<file path="src/rtl/gcdng_pkg.sv">
// ----------------------------------------------------------------------------
// Digital net generator package
// Shared opcodes, register indexes, sequencer states, cell controls and the
// trailing-zero count used to pick the generating column.
// ----------------------------------------------------------------------------
package gcdng_pkg;

	// Opcodes carried with each input transfer.
	typedef enum logic [2:0] {
		OP_LOAD_COL   = 3'd0,
		OP_LOAD_SHIFT = 3'd1,
		OP_RESTART    = 3'd2,
		OP_ADVANCE    = 3'd3,
		OP_EMIT       = 3'd4
	} opcode_t;

	// Configuration register indexes.
	typedef enum logic [1:0] {
		CFG_NATURAL_ORDER  = 2'd0,
		CFG_ACTIVE_DIMS    = 2'd1,
		CFG_ACTIVE_COLUMNS = 2'd2,
		CFG_START_INDEX    = 2'd3
	} cfg_reg_t;

	// Sequencer states.
	typedef enum logic [1:0] {
		ST_IDLE,
		ST_FIND,
		ST_APPLY,
		ST_EMIT
	} state_t;

	// Controls broadcast from the sequencer to every cell.
	typedef struct packed {
		logic restart;
		logic load_col;
		logic load_shift;
		logic rd_en;
		logic apply;
		logic capture;
		logic exhaust;
		logic shift;
	} cell_ctrl_t;

	localparam int unsigned IN_TDATA_W  = 80;
	localparam int unsigned IN_TUSER_W  = 3;
	localparam int unsigned OUT_TDATA_W = 96;
	localparam int unsigned OUT_TUSER_W = 5;
	localparam int unsigned COORD_W     = 64;
	localparam int unsigned POS_W       = 32;
	localparam int unsigned K_W         = 33;

	// Trailing-zero count of a nonzero 32-bit word, by halving.
	function automatic logic [4:0] ctz32(input logic [31:0] v);
		logic [31:0] x;
		logic [4:0]  n;
		x = v;
		n = '0;
		if (x[15:0] == 16'h0) begin
			n[4] = 1'b1;
			x = x >> 16;
		end
		if (x[7:0] == 8'h0) begin
			n[3] = 1'b1;
			x = x >> 8;
		end
		if (x[3:0] == 4'h0) begin
			n[2] = 1'b1;
			x = x >> 4;
		end
		if (x[1:0] == 2'h0) begin
			n[1] = 1'b1;
			x = x >> 2;
		end
		if (x[0] == 1'b0) begin
			n[0] = 1'b1;
		end
		return n;
	endfunction

endpackage

</file>
<file path="src/rtl/gcdng_cell.sv">
// ----------------------------------------------------------------------------
// Digital net dimension cell
// Holds one dimension's point word, digital shift and generating columns,
// applies the Gray-code update and forms one link of the result chain.
// ----------------------------------------------------------------------------
module gcdng_cell #(
	parameter int unsigned WORD_BITS = 64,
	parameter int unsigned COLUMNS   = 32,
	parameter int unsigned CIDX_W    = 5
) (
	input  logic                        clk,
	input  logic                        arst_n,
	input  gcdng_pkg::cell_ctrl_t       ctl,
	input  logic                        sel,
	input  logic                        active,
	input  logic [CIDX_W-1:0]           wr_addr,
	input  logic [CIDX_W-1:0]           rd_addr,
	input  logic [WORD_BITS-1:0]        data,
	input  logic [gcdng_pkg::COORD_W-1:0] chain_in,
	output logic [gcdng_pkg::COORD_W-1:0] chain_out
);

	logic [WORD_BITS-1:0]          col_mem [COLUMNS];
	logic [WORD_BITS-1:0]          col_rd_q;
	logic [WORD_BITS-1:0]          point_q;
	logic [WORD_BITS-1:0]          shift_q;
	logic [gcdng_pkg::COORD_W-1:0] chain_q;
	logic [gcdng_pkg::COORD_W-1:0] coord;

	// Column memory: one write port, one registered read port.
	always_ff @(posedge clk) begin
		if (ctl.load_col && sel) begin
			col_mem[wr_addr] <= data;
		end
		if (ctl.rd_en) begin
			col_rd_q <= col_mem[rd_addr];
		end
	end

	// Point word: cleared on restart, XORed with the selected column on update.
	always_ff @(posedge clk or negedge arst_n) begin
		if (!arst_n) begin
			point_q <= '0;
		end else if (ctl.restart) begin
			point_q <= '0;
		end else if (ctl.apply && active) begin
			point_q <= point_q ^ col_rd_q;
		end
	end

	// Digital shift word.
	always_ff @(posedge clk or negedge arst_n) begin
		if (!arst_n) begin
			shift_q <= '0;
		end else if (ctl.load_shift && sel) begin
			shift_q <= data;
		end
	end

	// Shifted point as a left-aligned binary fraction.
	assign coord = gcdng_pkg::COORD_W'(point_q ^ shift_q) << (gcdng_pkg::COORD_W - WORD_BITS);

	// Result chain link: load in parallel, then pass toward cell zero.
	always_ff @(posedge clk) begin
		if (ctl.capture) begin
			chain_q <= ctl.exhaust ? '0 : coord;
		end else if (ctl.shift) begin
			chain_q <= chain_in;
		end
	end

	assign chain_out = chain_q;

endmodule

</file>
<file path="config.mk">
export PLATFORM = sky130hd
export DESIGN_NAME = gcdng_cell
export DESIGN_NICKNAME = d
export VERILOG_FILES = /design/src/rtl/gcdng_pkg.sv /design/src/rtl/gcdng_cell.sv
export SDC_FILE = /design/constraint.sdc
export NUM_CORES = 2
export LEC_CHECK = 0
export BUFFER_PORTS_ARGS = -buffer_cell sky130_fd_sc_hd__buf_2
export CORE_ASPECT_RATIO = 0.5
export CORE_MARGIN = 2
export CORE_UTILIZATION = 40
export DETAILED_ROUTE_END_ITERATION = 6
export GPL_ROUTABILITY_DRIVEN = 0
export PLACE_DENSITY_LB_ADDON = 0.05
export SYNTH_ARGS = -nofsm -noshare
export SYNTH_HDL_FRONTEND = slang
export SYNTH_SLANG_ARGS = --single-unit
</file>
<file path="constraint.sdc">
create_clock -name clk -period 3.87 [get_ports clk]
set_input_delay 0.1935 -clock clk [delete_from_list [all_inputs] [get_ports clk]]
set_output_delay 0.1935 -clock clk [all_outputs]
set_load 0.05 [all_outputs]
</file>
Word level (Yosys, flattened, before mapping)
Memory sizes are Yosys's and may differ from the RTL's. A register that Yosys moved wholly into a read port is not among the register bits.
Index checks and enable logic that the tools add are counted.
{"block": "op_classes", "bitwise_logic": 2, "reduce_logical": 5, "mux": 7}
{"op": "$mux 64", "n": 5}
{"op": "$xor 64x64->64", "n": 2}
{"op": "$reduce_bool 2->1", "n": 2}
{"op": "$logic_and 1x1->1", "n": 3}
{"op": "$mux 1", "n": 2}
{"block": "word_totals", "wordCells": 18, "output_inout_bits": 64, "ram_bits": 2048, "regBits": 192, "memories": 1, "in_bits": 150}
{"name": "col_mem", "depth": 32, "word_bits": 64, "read_ports": 1, "rd_ports_with_merged_regs": 1, "wr": 1, "line_no": "gcdng_cell.sv:23", "source": "logic [WORD_BITS-1:0] col_mem [COLUMNS];"}

Longest topological paths before layout
{"block": "depth", "depth_word": 3, "mapped_depth": 10, "depth_no_buf": 5}

Worst setup path before layout
No wires, ideal clock.
{"block": "synth_path", "path_type": "input -> register", "startpoint": "in wr_addr[1]", "endpoint": "mem col_mem[12][0] (enable)", "setup_slack_ns": -0.049, "arrival_time_ns": 3.433, "setup_ns": 0.486, "n_path_buf": 1, "path_stages": 3, "t_required_ns": 3.384, "cell_sequence": "or3_1 -> clkbuf_1 -> nor2_1"}
{"element": "from (decl)", "line_no": "gcdng_cell.sv:16", "source": "input logic [CIDX_W-1:0] wr_addr,"}
{"element": "to (decl)", "line_no": "gcdng_cell.sv:23"}
No word-level cell before the write port.

==> metrics.txt <==
Setup Crit Path Kind=input port to register; worst skew pair latency=0.85 ns; first-pass GRT wire length=343000 um; actual transition at the worst max-transition pin=1.32 ns; fin nets=4648; clock sink total=2304; Hold Crit Class=input port to register; slowest cell delay on critical path=0.57 ns; largest net degree at the start of global routing=65; MaxCap Viol Count=0; Bufs on Longest Clock Path=4; layout cells sized above 1=26.7%; Switching Share=21.8%; CP cell instances=dlygate4sd3_1 > buf_2 > nor2b_1 > nand2b_2 > buf_4 > o22ai_1 > nor4_1; Overflow after GRT=0; initial antenna violation count=2; PortBufs=213; hold path startpoint=ctl[4]; DRT iter0 DRCs=4511; worst reg2reg startpoint=point_q[4]; syn nets=4135; clock network fraction of total power=40.3%; DRC Markers=0; I/O Pins=214; Hold Vio Cnt, Final=0; Max IR drop VDD=0.400 mV; crit end category=register; yosys warns=0; startpoint type of the worst setup path=input port; Post-CTS Setup Inserts=0; die area=0.221 mm2; async set-reset flop share out of synthesis=5.56%; gr usage total=22.1%; fin crit share=59.7%; status=complete, no violations; Seq/Total Area, Yosys=78.8%; post-route insts no fill=7539; RSZ-0062 raised after global routing=false; hold_ws=0.0643 ns; root buf cell=clkbuf_16; clock slew at reported path FFs=0.07 ns; area of the multi-input gates=0.0174 mm2; HPWL after detailed placement=133000 um; Required @ worst endpoint=4.41 ns; CTS tree=done; CP Max Fanout=16; Crit path buffers/inverters=3; slowest CP cell=dlygate4sd3_1; Placeable Area=0.215 mm2; Power Density=515 mW/mm2; per-cell routed wire length=32.7 um; Hold Buf Count CTS=142; Initial Util=40.4%; FF+latch area=0.0685 mm2; FP Rows=120; post-synthesis instance area=0.0870 mm2; Mapped Cells=3985; Comb power frac=6.0%; Seq pwr share=53.6%; ANT cells=0; CTS buffer count=213; post-CTS resize count=0; Slew Limit Headroom=11.2%; final instance area=0.101 mm2; DP Area=0.0929 mm2; number of synthesized flops with an enable pin=2176; final setup fails=0; Arr. time, crit path=2.86 ns; Int Power=40.8 mW; Crit path max-delay family=buffers and inverters; final design utilization=47.0%; Max Clock Skew=0.0337 ns; synthesized area per cell=21.8 um2; Pleak=32.7 nW; Synth Flop Type=edfxtp_1; Yosys cell types=43; commonest non-fill, non-tap cell in the layout=edfxtp_1; number of fill cells=17857; Worst Setup SP=rd_addr[4]; chip height=334 um; Initial DRT Pass Iterations=7; placed cells=7007; synthesized flop and latch total=2304; Psw=11.3 mW; antenna-violating nets left=0; Slew Viols, Final=0; vias per cell=5.71; H-Tree Depth=4; vias in the first global route=44036; fmax=432 MHz; most frequent cells in the layout=edfxtp_1 (2176), mux4_2 (468), o22ai_1 (244); via count=43032; Routed WL=246000 um; min cycle time layout=2.31 ns; die width=663 um; Synth-to-Final Area Change=16.3%
cell families after synthesis:
| kind of cell | after synthesis | share of synthesized area [%] |
|---|---|---|
| DFF | 2304 | 78.8 |
| xor gates and xnor gates | 128 | 1.29 |
| and+or+nand+nor | 313 | 1.69 |
| muxes | 612 | 13.9 |
| buffers and inverters | 271 | 1.55 |
| AOI/OAI and AO/OA | 357 | 2.77 |
metrics by stage:
| stage | setup slack [ns] | power [mW] | TNS (ns) |
|---|---|---|---|
| after floorplan | -0.0494 | 30.2 | -27.16 |
| after global placement | 1.23 | 31.5 | 0 |
| after detailed placement | 1.21 | 31.5 | 0 |
| after CTS | 1.55 | 52.7 | 0 |
| after global routing | 1.49 | 53.8 | 0 |
| final | 1.56 | 52.1 | 0 |
power groups by stage:
| stage | clock [mW] | combinational (mW) | sequential [mW] |
|---|---|---|---|
| 2_1_floorplan | 0 | 1.49 | 28.7 |
| 4_1_cts | 21.5 | 3.18 | 28.0 |
| 3_3_place_gp | 0 | 3.00 | 28.5 |
| 5_1_grt | 22.5 | 3.36 | 28.0 |
| 3_5_place_dp | 0 | 3.05 | 28.5 |
| 6_report | 21.0 | 3.14 | 28.0 |
flip-flops by register name (all words and copies together) (netlist names):
signal,count
chain_out,64
col_rd_q,64
col_mem,2048
shift_q,64
point_q,64
worst register-to-register path, delay by kind of cell (launching register included):
kind	cells	cell delay, ns
xor gates and xnor gates	1	1.03
AOI/OAI and AO/OA	1	0.18
DFF	1	0.41
final timing paths:
check / to / slack [ns] / cells after the start
worst min register to register: shift_q[17] / 0.53 / 1
worst max-delay path: col_rd_q[0] / 1.56 / 7
worst min-delay path: col_rd_q[56] / 0.06 / 1
min in group asynchronous: point_q[60] / 0.47 / 3
worst max register to register: chain_out[4] / 1.91 / 2
max in group asynchronous: shift_q[52] / 2.55 / 4
synthesized netlist by cell type (12+ instances only):
master / n / share of area, %
a211oi_1: 16 / 0.14
a22oi_1: 42 / 0.36
buf_1: 21 / 0.091
buf_2: 62 / 0.36
buf_4: 43 / 0.37
clkbuf_1: 70 / 0.30
dfrtp_1: 128 / 3.7
edfxtp_1: 2176 / 75
inv_1: 64 / 0.28
mux2_2: 65 / 0.84
mux2i_1: 79 / 0.91
mux4_2: 468 / 12
nand2_1: 80 / 0.35
nand3_1: 14 / 0.081
nand4_1: 12 / 0.086
nor2_1: 107 / 0.46
nor2b_1: 20 / 0.14
nor3_1: 12 / 0.069
nor4_1: 37 / 0.27
o221ai_1: 12 / 0.12
o22a_1: 12 / 0.12
o22ai_1: 244 / 1.8
xnor2_1: 64 / 0.64
xor2_1: 64 / 0.64
area by class of cell:
type,instances,share of cell area (%)
repair buffers,505,4.51
clock inverters,111,1.04
clock buffers,278,5.70
multi-input cells,1410,17.2
inverters,64,0.238
well taps,2867,3.55
flip-flops and latches,2304,67.8
per-layer routing:
| layer | track usage [%] | vias to the layer above | part of all wire [%] |
|---|---|---|---|
| met2 | 34.0 | 1243 | 46 |
| met3 | 3.93 | 261 | 6.2 |
| met1 | 33.5 | 23855 | 47 |
| li1 | - | 17671 | - |
| met5 | 0 | - | 0.0053 |
| met4 | 3.99 | 2 | 1.7 |
No activity file was read; power rests on OpenSTA's default activity.
