`config.mk`:
```
export PLATFORM = sky130hd
export DESIGN_NAME = gcdng_seq
export DESIGN_NICKNAME = d
export VERILOG_FILES = /design/src/rtl/gcdng_pkg.sv /design/src/rtl/gcdng_seq.sv
export SDC_FILE = /design/constraint.sdc
export NUM_CORES = 1
export LEC_CHECK = 0
export BUFFER_PORTS_ARGS = -buffer_cell sky130_fd_sc_hd__buf_2
export CAP_MARGIN = 20
export CORE_MARGIN = 10
export CORE_UTILIZATION = 46
export CTS_CLUSTER_SIZE = 28
export DETAILED_ROUTE_END_ITERATION = 12
export GPL_TIMING_DRIVEN = 0
export PLACE_DENSITY_LB_ADDON = 0.08
export SLEW_MARGIN = 15
export SYNTH_ARGS = -nofsm -noshare
export SYNTH_HDL_FRONTEND = slang
export SYNTH_SLANG_ARGS = --single-unit
```
`constraint.sdc`:
```
create_clock -name clk -period 4.93 [get_ports clk]
set_input_delay 0.493 -clock clk [delete_from_list [all_inputs] [get_ports clk]]
set_output_delay 0.493 -clock clk [all_outputs]
set_load 0.02 [all_outputs]
```
`src/rtl/gcdng_pkg.sv`:
```
// ----------------------------------------------------------------------------
// Digital net generator package
// Shared opcodes, register indexes, sequencer states, cell controls and the
// trailing-zero count used to pick the generating column.
// ----------------------------------------------------------------------------
package gcdng_pkg;

	// Opcodes carried with each input transfer.
	typedef enum logic [2:0] {
		OP_LOAD_COL   = 3'd0,
		OP_LOAD_SHIFT = 3'd1,
		OP_RESTART    = 3'd2,
		OP_ADVANCE    = 3'd3,
		OP_EMIT       = 3'd4
	} opcode_t;

	// Configuration register indexes.
	typedef enum logic [1:0] {
		CFG_NATURAL_ORDER  = 2'd0,
		CFG_ACTIVE_DIMS    = 2'd1,
		CFG_ACTIVE_COLUMNS = 2'd2,
		CFG_START_INDEX    = 2'd3
	} cfg_reg_t;

	// Sequencer states.
	typedef enum logic [1:0] {
		ST_IDLE,
		ST_FIND,
		ST_APPLY,
		ST_EMIT
	} state_t;

	// Controls broadcast from the sequencer to every cell.
	typedef struct packed {
		logic restart;
		logic load_col;
		logic load_shift;
		logic rd_en;
		logic apply;
		logic capture;
		logic exhaust;
		logic shift;
	} cell_ctrl_t;

	localparam int unsigned IN_TDATA_W  = 80;
	localparam int unsigned IN_TUSER_W  = 3;
	localparam int unsigned OUT_TDATA_W = 96;
	localparam int unsigned OUT_TUSER_W = 5;
	localparam int unsigned COORD_W     = 64;
	localparam int unsigned POS_W       = 32;
	localparam int unsigned K_W         = 33;

	// Trailing-zero count of a nonzero 32-bit word, by halving.
	function automatic logic [4:0] ctz32(input logic [31:0] v);
		logic [31:0] x;
		logic [4:0]  n;
		x = v;
		n = '0;
		if (x[15:0] == 16'h0) begin
			n[4] = 1'b1;
			x = x >> 16;
		end
		if (x[7:0] == 8'h0) begin
			n[3] = 1'b1;
			x = x >> 8;
		end
		if (x[3:0] == 4'h0) begin
			n[2] = 1'b1;
			x = x >> 4;
		end
		if (x[1:0] == 2'h0) begin
			n[1] = 1'b1;
			x = x >> 2;
		end
		if (x[0] == 1'b0) begin
			n[0] = 1'b1;
		end
		return n;
	endfunction

endpackage

```
`src/rtl/gcdng_seq.sv`:
```
// ----------------------------------------------------------------------------
// Digital net sequencer
// Configuration registers, point counter, exhaustion check, column choice,
// output position and the result drain count.
// ----------------------------------------------------------------------------
module gcdng_seq #(
	parameter int unsigned DIMS    = 16,
	parameter int unsigned COLUMNS = 32,
	parameter int unsigned CIDX_W  = 5
) (
	input  logic                          clk,
	input  logic                          arst_n,
	// Input side
	input  logic                          in_valid,
	output logic                          in_ready,
	input  logic [2:0]                    opcode,
	input  logic [4:0]                    column_index,
	// Configuration
	input  logic                          cfg_valid,
	output logic                          cfg_ready,
	input  logic [1:0]                    cfg_index,
	input  logic [31:0]                   cfg_data,
	// Cell controls
	output gcdng_pkg::cell_ctrl_t         ctl,
	output logic [CIDX_W-1:0]             rd_addr,
	output logic [4:0]                    nd,
	// Result side
	output logic                          out_valid,
	input  logic                          out_ready,
	output logic [3:0]                    out_dim,
	output logic [gcdng_pkg::POS_W-1:0]   out_pos,
	output logic                          out_exhausted,
	output logic                          out_last
);

	gcdng_pkg::state_t            state_q, state_d;
	logic                         natural_q;
	logic [4:0]                   act_dims_q;
	logic [5:0]                   act_cols_q;
	logic [gcdng_pkg::POS_W-1:0]  start_q;
	logic [gcdng_pkg::K_W-1:0]    k_q;
	logic                         emit_q;
	logic                         done_q;
	logic                         upd_q;
	logic [gcdng_pkg::POS_W-1:0]  pos_q;
	logic [4:0]                   nd_q;
	logic [4:0]                   out_cnt_q;
	logic [3:0]                   out_dim_q;
	logic [gcdng_pkg::POS_W-1:0]  out_pos_q;
	logic                         out_exh_q;
	logic                         accept;
	logic                         drain;
	logic [4:0]                   nd_clamp;
	logic [5:0]                   cols_clamp;
	logic [gcdng_pkg::K_W-1:0]    k_low_mask;
	logic                         done;
	logic [4:0]                   ctz;
	logic [gcdng_pkg::POS_W-1:0]  order_pos;

	assign cfg_ready = 1'b1;
	assign accept    = in_valid && in_ready;
	assign drain     = out_valid && out_ready;

	// Configuration registers.
	always_ff @(posedge clk or negedge arst_n) begin
		if (!arst_n) begin
			natural_q  <= 1'b0;
			act_dims_q <= 5'd16;
			act_cols_q <= 6'd32;
			start_q    <= '0;
		end else if (cfg_valid && cfg_ready) begin
			case (cfg_index)
				gcdng_pkg::CFG_NATURAL_ORDER:  natural_q  <= cfg_data[0];
				gcdng_pkg::CFG_ACTIVE_DIMS:    act_dims_q <= cfg_data[4:0];
				gcdng_pkg::CFG_ACTIVE_COLUMNS: act_cols_q <= cfg_data[5:0];
				gcdng_pkg::CFG_START_INDEX:    start_q    <= cfg_data;
				default: ;
			endcase
		end
	end

	// Clamp the active dimension and column counts to the built sizes.
	always_comb begin
		if (act_dims_q == 5'd0) begin
			nd_clamp = 5'd1;
		end else if ({2'b00, act_dims_q} > 7'(DIMS)) begin
			nd_clamp = 5'(DIMS);
		end else begin
			nd_clamp = act_dims_q;
		end
		if (act_cols_q == 6'd0) begin
			cols_clamp = 6'd1;
		end else if ({1'b0, act_cols_q} > 7'(COLUMNS)) begin
			cols_clamp = 6'(COLUMNS);
		end else begin
			cols_clamp = act_cols_q;
		end
	end

	// Exhaustion check, column choice and output position from the counter.
	assign k_low_mask = (gcdng_pkg::K_W'(1) << cols_clamp) - gcdng_pkg::K_W'(1);
	assign done       = |(k_q & ~k_low_mask);
	assign ctz        = gcdng_pkg::ctz32(k_q[31:0]);
	assign order_pos  = natural_q ? (k_q[31:0] ^ k_q[32:1]) : k_q[31:0];
	assign rd_addr    = ctz[CIDX_W-1:0];

	// State register.
	always_ff @(posedge clk or negedge arst_n) begin
		if (!arst_n) begin
			state_q <= gcdng_pkg::ST_IDLE;
		end else begin
			state_q <= state_d;
		end
	end

	// Next state and cell controls.
	always_comb begin
		state_d        = state_q;
		in_ready       = 1'b0;
		ctl            = '0;
		ctl.shift      = drain;
		ctl.exhaust    = done_q;
		case (state_q)
			gcdng_pkg::ST_IDLE: begin
				in_ready = 1'b1;
				if (accept) begin
					case (opcode)
						gcdng_pkg::OP_LOAD_COL: begin
							ctl.load_col = ({1'b0, column_index} < 6'(COLUMNS));
						end
						gcdng_pkg::OP_LOAD_SHIFT: ctl.load_shift = 1'b1;
						gcdng_pkg::OP_RESTART:    ctl.restart    = 1'b1;
						gcdng_pkg::OP_ADVANCE,
						gcdng_pkg::OP_EMIT:       state_d        = gcdng_pkg::ST_FIND;
						default: ;
					endcase
				end
			end
			gcdng_pkg::ST_FIND: begin
				ctl.rd_en = 1'b1;
				state_d   = gcdng_pkg::ST_APPLY;
			end
			gcdng_pkg::ST_APPLY: begin
				ctl.apply = upd_q;
				state_d   = emit_q ? gcdng_pkg::ST_EMIT : gcdng_pkg::ST_IDLE;
			end
			gcdng_pkg::ST_EMIT: begin
				if (out_cnt_q == 5'd0) begin
					ctl.capture = 1'b1;
					state_d     = gcdng_pkg::ST_IDLE;
				end
			end
			default: state_d = gcdng_pkg::ST_IDLE;
		endcase
	end

	// Per-item working registers.
	always_ff @(posedge clk or negedge arst_n) begin
		if (!arst_n) begin
			emit_q <= 1'b0;
			nd_q   <= 5'd1;
			done_q <= 1'b0;
			upd_q  <= 1'b0;
		end else begin
			if (accept) begin
				emit_q <= (opcode == gcdng_pkg::OP_EMIT);
				nd_q   <= nd_clamp;
			end
			if (state_q == gcdng_pkg::ST_FIND) begin
				done_q <= done;
				upd_q  <= !done && (k_q != '0);
			end
		end
	end

	always_ff @(posedge clk) begin
		if (state_q == gcdng_pkg::ST_FIND) begin
			pos_q <= order_pos - start_q;
		end
	end

	// Point counter.
	always_ff @(posedge clk or negedge arst_n) begin
		if (!arst_n) begin
			k_q <= '0;
		end else if (ctl.restart) begin
			k_q <= '0;
		end else if (state_q == gcdng_pkg::ST_APPLY && !done_q) begin
			k_q <= k_q + gcdng_pkg::K_W'(1);
		end
	end

	// Result drain count and per-result side fields.
	always_ff @(posedge clk or negedge arst_n) begin
		if (!arst_n) begin
			out_cnt_q <= '0;
			out_dim_q <= '0;
			out_exh_q <= 1'b0;
		end else if (ctl.capture) begin
			out_cnt_q <= nd_q;
			out_dim_q <= '0;
			out_exh_q <= done_q;
		end else if (drain) begin
			out_cnt_q <= out_cnt_q - 5'd1;
			out_dim_q <= out_dim_q + 4'd1;
		end
	end

	always_ff @(posedge clk) begin
		if (ctl.capture) begin
			out_pos_q <= done_q ? '0 : pos_q;
		end
	end

	assign nd            = nd_q;
	assign out_valid     = (out_cnt_q != 5'd0);
	assign out_last      = (out_cnt_q == 5'd1);
	assign out_dim       = out_dim_q;
	assign out_pos       = out_pos_q;
	assign out_exhausted = out_exh_q;

endmodule

```
== Yosys cells after proc, flatten, opt, wreduce, memory -nomap -nowiden ==
Index checks and enable logic that the tools add are counted.
Word-level totals
  register bits: 161
  bits in latches: 0
  bits in writable memories: 0
  memory bits (read-only): 0
  word-level logic and storage cells: 102
  memories kept: 0
Operators by class
  add/sub/neg operators: 5
  $mul: 0
  div/mod/pow operators: 0
  $lt $le $gt $ge: 2
  eq/ne operators: 14
  shift operators: 1
  multiplexer cells: 35
  bitwise logic cells: 3
  reductions and logical operators: 27
Operators by type and width (number)
  $mux 33: 2
  $add 33x1->33 const B: 1
  $and 33x33->33: 1
  $not 33->33: 1
  $reduce_bool 33->1: 1
  $reduce_or 33->1: 1
  $shl 1x6->33 const A: 1
  $sub 33x2->33 const B: 1
  $mux 32: 1
  $sub 32x32->32: 1
  $xor 32x32->32: 1
  $mux 5: 4
  $logic_not 16->1: 1
  $mux 15: 1
  $mux 1: 14
  $mux 6: 2
  $logic_not 5->1: 2
  $mux 3: 3
  $eq 2x2->1 const B: 4
  $logic_not 8->1: 1
  $mux 2: 4
  $mux 4: 2
  $pmux 2 s4: 1
  $reduce_and 2->1: 4
  22 further kinds: 32

== Longest topological paths before layout ==
  depth after elaboration: 10
  mapped depth: 13

== Least setup slack after synthesis ==
No wires, ideal clock.
  kind: register to register
  start: reg k_q[0] (netlist bit)
  end: reg pos_q[24] (netlist bit) (data pin)
  setup time: 0.262 ns
  data arrival time: 2.796 ns
  path slack: 1.872 ns
  cell stages (with the launch flop): 14
  buffers on the path: 0
  clock period less this slack: 3.058 ns
  cell sequence: dfrtp_1 -> inv_1 -> ha_1 -> mux2i_1 -> ha_1 -> inv_1 -> fa_1 -> a211oi_1 -> nor2_1 -> o22a_1 -> a21o_1 -> a211oi_1 -> o21ai_1 -> xor2_1
On the way
  word-level cells in the longest chain between the ends: 3
RTL lines
  from (decl): RTL line gcdng_seq.sv:41  | logic [gcdng_pkg::K_W-1:0] k_q;
  from (signal assigned): RTL line gcdng_seq.sv:189  | k_q <= k_q + gcdng_pkg::K_W'(1);
  $xor 32x32->32: RTL line gcdng_seq.sv:104  | assign order_pos = natural_q ? (k_q[31:0] ^ k_q[32:1]) : k_q[31:0];
  $mux 32 *: RTL line gcdng_seq.sv:104
  $sub 32x32->32 *: RTL line gcdng_seq.sv:178  | pos_q <= order_pos - start_q;
  to (signal assigned): RTL line gcdng_seq.sv:178
  to (decl): RTL line gcdng_seq.sv:45  | logic [gcdng_pkg::POS_W-1:0] pos_q;
Mark *: on every way between the ends. The rest lies on a longest branch, timed or not.
A chain may end at the register's enable or synchronous reset.

== Final worst setup path ==
  start: reg natural_q
  end: reg pos_q[30] (netlist bit) (data pin)
On the way
  word-level cells in the longest chain between the ends: 2
RTL lines
  from (decl): RTL line gcdng_seq.sv:37  | logic natural_q;
  from (signal assigned): RTL line gcdng_seq.sv:73  | gcdng_pkg::CFG_NATURAL_ORDER: natural_q <= cfg_data[0];
  $mux 32: RTL line gcdng_seq.sv:104
  $sub 32x32->32: RTL line gcdng_seq.sv:178
Every way passes these cells.

==> qor.json <==
{
  "outcome": "finished clean",
  "power.share.switching_pct": 39.1,
  "port_buffers": 99,
  "worst_slew_margin_rel_pct": 43.8,
  "pre_cts_ws_ps": 878,
  "r2r.worst_path.cells": 11,
  "slew_viol_final": 0,
  "drtAntennaViolNets": 0,
  "p_sw_uw": 2160,
  "gr-usage-all-layers_pct": 19.4,
  "postSynthAreaPerCell_sq_um": 9.79,
  "post_synth_num_cell_types": 89,
  "p_comb_share_pct": 40.1,
  "routabilityCongestion": 0.908,
  "worstPathArrival_ps": 4310,
  "antenna_found_initial": 0,
  "clock_power_share_pct": 25.8,
  "htree_levels": 4,
  "grt_pass1_wl_mm": 44.5,
  "route.detailed.wl_per_inst_um": 19.1,
  "cts_made_buffers": 17,
  "rows": 54,
  "clockBufferDepth": 2,
  "rr_startpoint": "natural_q$_DFFE_PN0P_",
  "clk_root_buffer_cell": "sky130_fd_sc_hd__clkbuf_16",
  "cts_resized": 0,
  "layout_common_cells": "sky130_fd_sc_hd__buf_2, sky130_fd_sc_hd__nand2_1, sky130_fd_sc_hd__dfrtp_1, sky130_fd_sc_hd__ha_1, sky130_fd_sc_hd__inv_1",
  "grt_max_degree": 51,
  "setup_slack_ps": 794,
  "r2r_slack_ps": 790,
  "nNetsFinal": 1291,
  "vias": 8102,
  "worst-setup-path-type": "reg -> reg",
  "postSynth.asyncResetShare_pct": 60.2,
  "cell_area_after_synthesis_sq_mm": 0.0102,
  "fp.dieW_um": 169,
  "cell_internal_power_dissipation_uw": 3360,
  "totalWireLength_mm": 27.7,
  "die_height_um": 169,
  "setup_viol": 0,
  "timing_hold_violations_final": 0,
  "synth_seq_area_share_pct": 42.7,
  "kind_of_start_point_of_the_critical_path": "flip-flop",
  "post-dp-hpwl_mm": 21.2,
  "post_synth_main_area_contributors": "sky130_fd_sc_hd__dfrtp_1, sky130_fd_sc_hd__edfxtp_1, sky130_fd_sc_hd__ha_1",
  "synthFlopType": "sky130_fd_sc_hd__dfrtp_1",
  "total_leakage_power_uw": 0.00519,
  "cp-end-kind": "flip-flop",
  "drt_first_iter_violations": 578,
  "rsz_0062_raised_after_global_routing": "no",
  "clk_transition_reported_paths_ps": 70,
  "period_utilisation_layout_pct": 83.9,
  "fp.dieArea_sq_mm": 0.0285,
  "worst_hold_margin_ps": 1.63,
  "max-cap-violations": 0,
  "number_of_antenna_cells_inserted": 0,
  "number_of_flops_mapped_to_enable_cells_by_yosys": 64,
  "start_util_pct": 46.7,
  "p_total_uw": 5520,
  "worstSkewPairLatency_ps": 430,
  "timing.setup.tns_ps": 0,
  "critPathRequiredTime_ps": 5100,
  "r2r_end": "pos_q[30]$_DFFE_PP_",
  "grt_remaining_overflow": 0,
  "drt_drc_violations_left": 0,
  "worstHoldPathType": "in -> async",
  "number_of_setup_buffers_added_after_cts": 0,
  "cts_tree": "yes",
  "drive_above_1_share_pct": 18.1,
  "vdd_drop_max_mv": 0.410,
  "yosysTopAreaCell": "sky130_fd_sc_hd__dfrtp_1",
  "ios": 106,
  "synthesis.instances": 1041,
  "via_count_of_the_first_global_routing_pass": 7926,
  "highest_clock_rate_ghz": 0.242,
  "period_minus_slack_ps": 4140,
  "yosys.area.top_type_share_pct": 23.1,
  "layout-area-overhead-vs-synth_pct": 14.8,
  "cp_max_fo": 10,
  "layout.cells.most_common": "sky130_fd_sc_hd__buf_2",
  "seq_power_share_pct": 34.1,
  "viasPerCell": 5.57,
  "placeableCoreArea_sq_mm": 0.0218,
  "cts_hold_buf": 0,
  "cts_num_sinks": 161,
  "drt_pass1_iterations": 5,
  "postSynthRegisterBits": 161,
  "tightest_slew_ps": 836,
  "ys_warn_count": 0,
  "power_density_mw_per_mm2": 472,
  "skew_ps": 12.0
}
==> worst max-delay path, stage by stage (launching register included) <==
cell and delay (ps):
sky130_fd_sc_hd__dfrtp_1 320, sky130_fd_sc_hd__clkbuf_1 540, sky130_fd_sc_hd__clkbuf_1 570, sky130_fd_sc_hd__o21ai_0 350, sky130_fd_sc_hd__fa_1 540, sky130_fd_sc_hd__a211oi_1 240
sky130_fd_sc_hd__nor2_1 110, sky130_fd_sc_hd__o22a_1 280, sky130_fd_sc_hd__a21o_1 260, sky130_fd_sc_hd__a41oi_1 360, sky130_fd_sc_hd__a21oi_1 130, sky130_fd_sc_hd__xor2_1 170
==> power groups by stage <==
stage / Clock, uW / Combinational [uW] / Sequential [uW]
global placement: 0 / 2170 / 1890
floorplan: 0 / 1570 / 1860
finish: 1420 / 2210 / 1880
CTS: 1450 / 2210 / 1880
global route: 1510 / 2480 / 1910
detailed placement: 0 / 2190 / 1900
==> cells by family (layout without fill, tap and decap cells) <==
kind of cell | Yosys count | count (layout) | share of synthesized area [%]
other | 1 | 2 | 0.0368
buffers and inverters | 117 | 249 | 4.53
AND/OR/NAND/NOR | 341 | 341 | 17.0
XOR/XNOR | 59 | 59 | 5.07
flip-flops | 161 | 161 | 42.7
AO/OA/AOI/OAI | 230 | 230 | 14.9
multiplexers | 49 | 49 | 5.38
adder cells (fa/ha/maj) | 83 | 83 | 10.3
==> state kept, by name, indices dropped and copies added, names as in the netlist <==
| name | flops |
|---|---|
| done_q | 1 |
| start_q | 32 |
| pos_q | 32 |
| emit_q | 1 |
| act_cols_q | 6 |
| k_q | 33 |
| out_cnt_q | 5 |
| out_pos | 32 |
| act_dims_q | 5 |
| upd_q | 1 |
| nd | 5 |
| out_exhausted | 1 |
| state_q | 2 |
| out_dim | 4 |
| natural_q | 1 |
==> worst max path at each step <==
stage                                startpoint  cells past startpoint             endpoint
after floorplan              k_q[0]$_DFFE_PN0P_                     13  pos_q[24]$_DFFE_PP_
after detailed placement  natural_q$_DFFE_PN0P_                     11  pos_q[30]$_DFFE_PP_
after CTS                 natural_q$_DFFE_PN0P_                     11  pos_q[30]$_DFFE_PP_
after global routing      natural_q$_DFFE_PN0P_                     11  pos_q[28]$_DFFE_PP_
final                     natural_q$_DFFE_PN0P_                     11  pos_q[30]$_DFFE_PP_
after global placement    natural_q$_DFFE_PN0P_                     11  pos_q[30]$_DFFE_PP_
==> per-layer routing <==
metal	vias to the layer above	wire [um]	track usage, %
met4	0	452	5.07
met5	-	0	0
met3	24	1690	4.63
li1	3948	-	-
met1	3916	13500	27.8
met2	214	12100	28.6
==> through the flow <==
step | util [%] | std cells | instance area [sq um]
2_1_floorplan | - | 1042 | 10200
3_3_place_gp | 50.6 | 1421 | 11000
3_5_place_dp | 50.7 | 1422 | 11100
4_1_cts | 53.6 | 1454 | 11700
5_1_grt | 53.6 | 1454 | 11700
6_report | 53.6 | 1454 | 11700
==> synth_stat cells (12+ instances only) <==
cell / instances
sky130_fd_sc_hd__nand2_1: 98
sky130_fd_sc_hd__dfrtp_1: 94
sky130_fd_sc_hd__ha_1: 82
sky130_fd_sc_hd__inv_1: 75
sky130_fd_sc_hd__nor2_1: 69
sky130_fd_sc_hd__edfxtp_1: 64
sky130_fd_sc_hd__o21ai_0: 59
sky130_fd_sc_hd__a21oi_1: 52
sky130_fd_sc_hd__mux2_2: 46
sky130_fd_sc_hd__xnor2_1: 45
sky130_fd_sc_hd__nor2b_1: 44
sky130_fd_sc_hd__nand3_1: 25
sky130_fd_sc_hd__clkbuf_1: 24
sky130_fd_sc_hd__nor3_1: 21
sky130_fd_sc_hd__a211oi_1: 15
sky130_fd_sc_hd__xor2_1: 14
sky130_fd_sc_hd__a21o_1: 12
sky130_fd_sc_hd__and3_1: 12
==> layout make-up <==
cell class	count	area, sq um
Fill cell	2043	10100
Multi-Input combinational cell	764	5380
Timing Repair Buffer	100	529
Tap cell	280	350
Inverter	77	290
Clock inverter	14	191
Clock buffer	18	429
Sequential cell	161	4350
Buffer	40	173
No activity file was read; power rests on OpenSTA's default activity.
